**src/rtl/rme_pkg.sv**
```systemverilog
// Shared types, constants and helper functions for the rotation-matrix-to-Euler block.
package rme_pkg;

  // CORDIC datapath width; operands carry 2^48 per unit of the Q1.14 input
  localparam int CW = 54;
  localparam int ZW = 28;
  localparam int QW = 17;
  localparam int CORDIC_STEPS = 25;
  localparam int SQRT_STAGES = 29;
  localparam int CORDIC_LAT = CORDIC_STEPS + 2;
  localparam int PIPE_DEPTH = 2 + SQRT_STAGES + CORDIC_LAT;

  localparam logic signed [ZW-1:0] HALF_PI_Q24 = 28'sd26353589;
  localparam logic signed [QW-1:0] PI_Q13 = 17'sd25736;
  localparam logic signed [QW-1:0] HALF_PI_Q13 = 17'sd12868;
  localparam logic [14:0] THRESH_RESET = 15'd16351;
  localparam logic [31:0] ONE_Q28 = 32'd268435456;

  typedef enum logic [1:0] {
    POLE_NONE  = 2'd0,
    POLE_NORTH = 2'd1,
    POLE_SOUTH = 2'd2
  } pole_t;

  typedef struct packed {
    logic signed [16:0] xa;
    logic signed [16:0] xb;
    logic signed [16:0] za;
    logic signed [16:0] zb;
    logic signed [15:0] r10;
    pole_t              pole;
  } opnd_t;

  function automatic logic signed [ZW-1:0] atan_q24(input int i);
    logic signed [ZW-1:0] v;
    begin
      unique case (i)
        0: v = 28'sd13176795;
        1: v = 28'sd7778716;
        2: v = 28'sd4110060;
        3: v = 28'sd2086331;
        4: v = 28'sd1047214;
        5: v = 28'sd524117;
        6: v = 28'sd262123;
        7: v = 28'sd131069;
        8: v = 28'sd65536;
        default: v = ZW'(1 << (24 - i));
      endcase
      return v;
    end
  endfunction

  function automatic logic signed [QW-1:0] clamp_q(input logic signed [QW-1:0] q,
                                                   input logic signed [QW-1:0] lim);
    logic signed [QW-1:0] r;
    begin
      if (q > lim) r = lim;
      else if (q < -lim) r = -lim;
      else r = q;
      return r;
    end
  endfunction

endpackage

```
**src/rtl/rme_sqrt.sv**
```systemverilog
// Pipelined integer square root of rad * 2^28, one result bit per stage.
module rme_sqrt (
  input  logic        clk,
  input  logic        en,
  input  logic [28:0] rad,
  output logic [28:0] root
);

  localparam int N = rme_pkg::SQRT_STAGES;

  logic [29:0] rem_r  [0:N-1];
  logic [28:0] root_r [0:N-1];
  logic [28:0] rad_r  [0:N-1];

  genvar k;
  generate
    for (k = 0; k < N; k++) begin : g_stage
      logic [29:0] rem_p;
      logic [28:0] root_p;
      logic [28:0] rad_p;
      logic [57:0] v;
      logic [31:0] remc;
      logic [31:0] trial;
      logic        ge;
      if (k == 0) begin : g_first
        assign rem_p  = '0;
        assign root_p = '0;
        assign rad_p  = rad;
      end else begin : g_next
        assign rem_p  = rem_r[k-1];
        assign root_p = root_r[k-1];
        assign rad_p  = rad_r[k-1];
      end
      assign v     = {1'b0, rad_p, 28'd0};
      assign remc  = {rem_p, v[57-2*k -: 2]};
      assign trial = {1'b0, root_p, 2'b01};
      assign ge    = remc >= trial;
      always_ff @(posedge clk) begin
        if (en) begin
          rem_r[k]  <= ge ? 30'(remc - trial) : remc[29:0];
          root_r[k] <= {root_p[27:0], ge};
          rad_r[k]  <= rad_p;
        end
      end
    end
  endgenerate

  assign root = root_r[N-1];

endmodule

```
**config.mk**
```make
export PLATFORM = sky130hd
export DESIGN_NAME = rme_sqrt
export DESIGN_NICKNAME = d
export VERILOG_FILES = /design/src/rtl/rme_pkg.sv /design/src/rtl/rme_sqrt.sv
export SDC_FILE = /design/constraint.sdc
export NUM_CORES = 2
export LEC_CHECK = 0
export ABC_AREA = 1
export ABC_CLOCK_PERIOD_IN_PS = 3100
export BUFFER_PORTS_ARGS = -buffer_cell sky130_fd_sc_hd__buf_2
export CORE_UTILIZATION = 45
export DETAILED_ROUTE_END_ITERATION = 16
export GPL_ROUTABILITY_DRIVEN = 0
export SETUP_SLACK_MARGIN = 0.05
export SYNTH_ARGS = -nofsm -noshare
export SYNTH_HDL_FRONTEND = slang
export SYNTH_SLANG_ARGS = --single-unit
```
**constraint.sdc**
```tcl
create_clock -name clk -period 3.1 [get_ports clk]
set_clock_uncertainty 0.1 [all_clocks]
set_input_delay 0.62 -clock clk [delete_from_list [all_inputs] [get_ports clk]]
set_output_delay 0.62 -clock clk [all_outputs]
set_load 0.01 [all_outputs]
```
; ---- Word level (Yosys, flattened, before mapping)
; Memories as Yosys holds them, arrays and structs flattened.
; Index checks and enable logic that the tools add are counted.
[totals]
register_bits = 0
romBits = 0
input_bits = 31
ramBits = 2552
output_inout_bits = 29
latchBits = 0
wordCells = 92
memories = 3
[classes]
muxes = 31
eq_ne = 0
addsub = 29
magnitude_cmp = 29
bitwise_logic = 0
div_mod_pow = 0
n_shift = 0
n_reduce_logical = 0
mul = 0
[memory_table]
columns = memory, depth, word_bits, rd, rd_clocked_by_memory_dff, wr, line_no
row1 = rem_r, 29, 30, 28, 0, 29, rme_sqrt.sv:11  ; logic [29:0] rem_r [0:N-1];
row2 = rad_r, 29, 29, 28, 0, 29, rme_sqrt.sv:13  ; logic [28:0] rad_r [0:N-1];
row3 = root_r, 29, 29, 29, 0, 29, rme_sqrt.sv:12  ; logic [28:0] root_r [0:N-1];
[op_table]
columns = cell, count
row1 = $ge 32x31->1, 28
row2 = $mux 30, 29
row3 = $sub 30x30->30, 28
row4 = $mux 1, 2
row5 = $sub 1x1->2 const B, 1
row6 = $ge 1x1->1 const B, 1

; ---- Depth between registers and ports, before layout
; An unclocked memory read counts as a cell.
[logic_depth]
word_depth = 3
mapped_depth = 17
ltp_nobuf = 16

; ---- Worst setup path after synthesis
; Ideal clock, no wire load.
[synth_timing]
path_kind = register to register
start = memory rem_r[16][1], in the netlist rem_r[1][1]
end = memory rem_r[17][18], in the netlist rem_r[1][48], data pin
period_less_slack_ns = 2.467
required_ns = 2.747
path_stages_with_launch = 18
slack_ns = 0.633
t_arrival_ns = 2.114
setup_time_ns = 0.253
n_path_buf = 1
path_cell_list = edfxtp_1 -> inv_1 -> ha_1 -> inv_1 -> fa_1 -> inv_1 -> nand3_1 -> nand3_1 -> nand2_1 -> nand2_1 -> nand2_1 -> nand2_1 -> nand2_1 -> nand2_2 -> inv_2 -> buf_2 -> nand2_1 -> nand2_1
[synth_rtl]
columns = element, line_no
row1 = from (decl), rme_sqrt.sv:11

==> results by group <==
Run status
  – Status: finished, final reports clean

Setup path
  – Path depth of the worst reg2reg path: 14
  – Startpoint types: register
  – Req. time, crit path: 3.67 ns
  – Crit Reg-Reg Endpoint: rem_r[1][322]$_DFFE_PP_
  – Worst Path Class, Setup: register to register
  – CP Max Fanout: 16
  – R2r setup slk: 0.21 ns
  – Critical path data arrival time: 3.47 ns
  – Reg-to-reg startpoint: rem_r[1][271]$_DFFE_PP_
  – Endpoint class of the critical path: register

Detailed routing
  – Met3 wire length: 14880 um
  – Wire per inst: 16.50 um
  – DRT antenna net count: 0
  – Vias: 73180
  – WL final: 236500 um
  – Starting DRT DRC Count: 6532
  – Metal2 WL: between 100000 and 150000 um
  – Vias per inst: 5.107
  – Drt first pass iters: 8
  – Top Layer Used: met5
  – Drt drc: 0
  – Met1 wire length: approximately 100000 um

Timing
  – Setup_tns: 0 ns
  – Period Utilization, post-route: 93.36%
  – Final Hold Violating Endpoints: 0
  – RSZ-0062 raised after global routing: true
  – Final slew viol count: 0
  – Max Freq: 345.5 MHz
  – Slew Limit Headroom: 52.10%
  – Final worst path period need: around 2.9 ns
  – Final setup violating endpoints: 0
  – Slew @ Worst Pin: 0.7175 ns

CTS
  – # clock sinks: approximately 1400
  – CTS root buf: clkbuf_16
  – CTS tree: built
  – Number of CTS-inserted buffers: 160
  – CTS H-tree depth: 4
  – Clock Latency Late Sink: 0.82 ns
  – Bufs on Longest Clock Path: 3
  – Reg clk slew, reported paths: 0.06 ns

Min path
  – HP Start: en
  – Worst hold path type: input port to register
  – Hold Path Sink: rad_r[0][19]$_DFFE_PP_
  – Hold Path Depth: 1

Final layout
  – Area Growth Syn to Fin: 10.59%
  – Most common cell after layout, fill and taps aside: nand2_1
  – Filler Cell Count: between 15000 and 20000
  – Commonest cells after routing, fill and taps aside: nand2_1, inv_1, edfxtp_1
  – Nets: about 12000
  – Final Cell Area: 98870 sq um
  – Share of cells above drive strength 1: 4.826%

Synthesis
  – Mux contribution to synthesized area: 0%
  – Adder-cell share of the synthesized area: 6.407%
  – Synthesized instance count: 11310
  – Complex-gate fraction of the synthesized area: under 10%
  – Net Count, Synth: 11790
  – Post-synth EDFFs: around 1400
  – Avg Cell Area, Syn: around 8 sq um
  – Post-Synth XOR/XNOR Area: 2.939%
  – Main combinational cell family by area after synthesis: simple AND/OR/NAND/NOR gates
  – Sequential area share after synthesis: 47.83%
  – Yosys warning count: 0
  – #FFs+latches synth: 1424
  – Post-synth cell types: 51
  – Post-synthesis async set-or-reset flop share: 0%
  – Simple-gate portion of the synthesized area: 27.90%
  – Top FF cell, synth: edfxtp_1
  – Mapped cell area: 89410 sq um

Place
  – DP Area: a little over 90000 sq um
  – Detailed placement HPWL: 186800 um
  – # port buffers: between 50 and 60

Power and ir drop
  – Peak VDD IR: 506.0 uV
  – Leakage: 46.01 nW
  – PwrDens: just over 600 nW/um^2

Floorplanning
  – Die H: 447.7 um
  – Row cnt: approximately 160
  – Core ar.: 197400 sq um
  – Starting Density: 45.29%
  – Ports: 60
  – Die footprint: 200500 sq um
  – Die width: 447.7 um

GRT
  – Overflow after GRT: 0
  – Largest net degree at the start of global routing: 104
  – First-pass GRT wire length: around 370000 um
  – Gr usage total: a little under a quarter
  – Vias in the first global route: 67930
  – Initial antenna violation count: 2

Flow run
  – Max-Cap Viols: 0
## what timing repair did
item                                    CTS  global route
endpoints found under the setup margin    0            63
gates resized for setup                   0            15
endpoints found under the hold margin    29             0
hold buffers                             29             0
buffers inserted                          0             3
## synthesized netlist by cell type (all sizes together) (4+ instances only)
library cell	instances	share of area, %
nand2b	4	0.028
a21oi	497	2.9
a21boi	7	0.059
nor2	943	4.0
nor4	18	0.15
o21ai	360	2.0
o21bai	17	0.14
nand3	744	4.2
xor2	160	1.6
nand2	3859	16
fa	13	0.29
and2	17	0.12
o211ai	4	0.034
edfxtp	1424	48
and3	6	0.042
buf	99	0.76
xnor2	140	1.4
nor3	150	0.88
nand4	170	1.2
a21o	5	0.042
inv	2098	8.8
nand3b	76	0.65
o21a	6	0.050
ha	437	6.1
or2	41	0.29
## kinds of logic after synthesis
logic type	Yosys count
buffers and inverters	2197
AOI/OAI and AO/OA	902
and+or+nand+nor	6033
other	1
DFF	1424
xor gates and xnor gates	300
adders and majority gates	450
## area by class of cell
class	instances	area (sq um)	area share (%)
Antenna cell	1	2.502	0.002531
Sequential cell	1424	42760	43.25
Clock buffer	191	4141	4.189
Tap cell	2640	3303	3.341
Multi-Input combinational cell	7686	38090	38.53
Clock inverter	97	979.7	0.9909
Timing Repair Buffer	190	1694	1.713
Inverter	2098	7889	7.979
Timing Repair inverter	1	7.507	0.007593
## state kept, by name (all words and copies together) (netlist names)
name    cells
rem_r     793
root_r    406
rad_r     225
## layer usage
metal / global-route usage (%) / vias to the layer above
met5: 0 / -
met4: 7.682 / 2
met3: 2.914 / 409
met2: 38.39 / 2339
met1: 31.56 / 33630
li1: - / 36800
## critical path: stages (launching register included)
cell and delay (ns):
edfxtp_1 0.43, inv_1 0.14, ha_1 0.21, inv_1 0.08
fa_1 0.46, inv_1 0.12, nand2_1 0.06, nand3b_1 0.20
nand2_1 0.08, nand2_1 0.15, nand2_1 0.09, nand2_2 0.09
buf_4 0.28, nand3_1 0.18, nand2_1 0.10
## report_power, final
group | internal, mW | switching (mW) | total [mW]
clock | 10.6 | 8.06 | 18.6
sequential | 24.2 | 1.96 | 26.2
combinational | 5.22 | 10.3 | 15.6
## worst max-delay path by stage
stage / endpoint / from / slack (ns)
floorplan: rem_r[1][48]$_DFFE_PP_ / rem_r[1][1]$_DFFE_PP_ / 0.63
global placement: rem_r[1][216]$_DFFE_PP_ / rem_r[1][181]$_DFFE_PP_ / 0.16
detailed placement: rem_r[1][230]$_DFFE_PP_ / rem_r[1][181]$_DFFE_PP_ / 0.14
CTS: rem_r[1][212]$_DFFE_PP_ / rem_r[1][181]$_DFFE_PP_ / 0.12
global route: rem_r[1][57]$_DFFE_PP_ / rem_r[1][1]$_DFFE_PP_ / 0.05
finish: rem_r[1][322]$_DFFE_PP_ / rem_r[1][271]$_DFFE_PP_ / 0.21
## through the flow
step	std cells	util [%]	hold slack, ns	worst slack [ns]	power [mW]
3_3_place_gp	14010	47.30	0.3016	0.1586	41.63
4_1_cts	14320	50.04	0.07142	0.1151	60.66
2_1_floorplan	11310	-	0.3003	0.6329	36.75
5_1_grt	14330	50.08	0.1141	0.04993	63.84
3_5_place_dp	14010	47.30	0.3045	0.1356	41.83
6_report	14330	50.08	0.1264	0.2058	60.36
No activity file was read; power rests on OpenSTA's default activity.
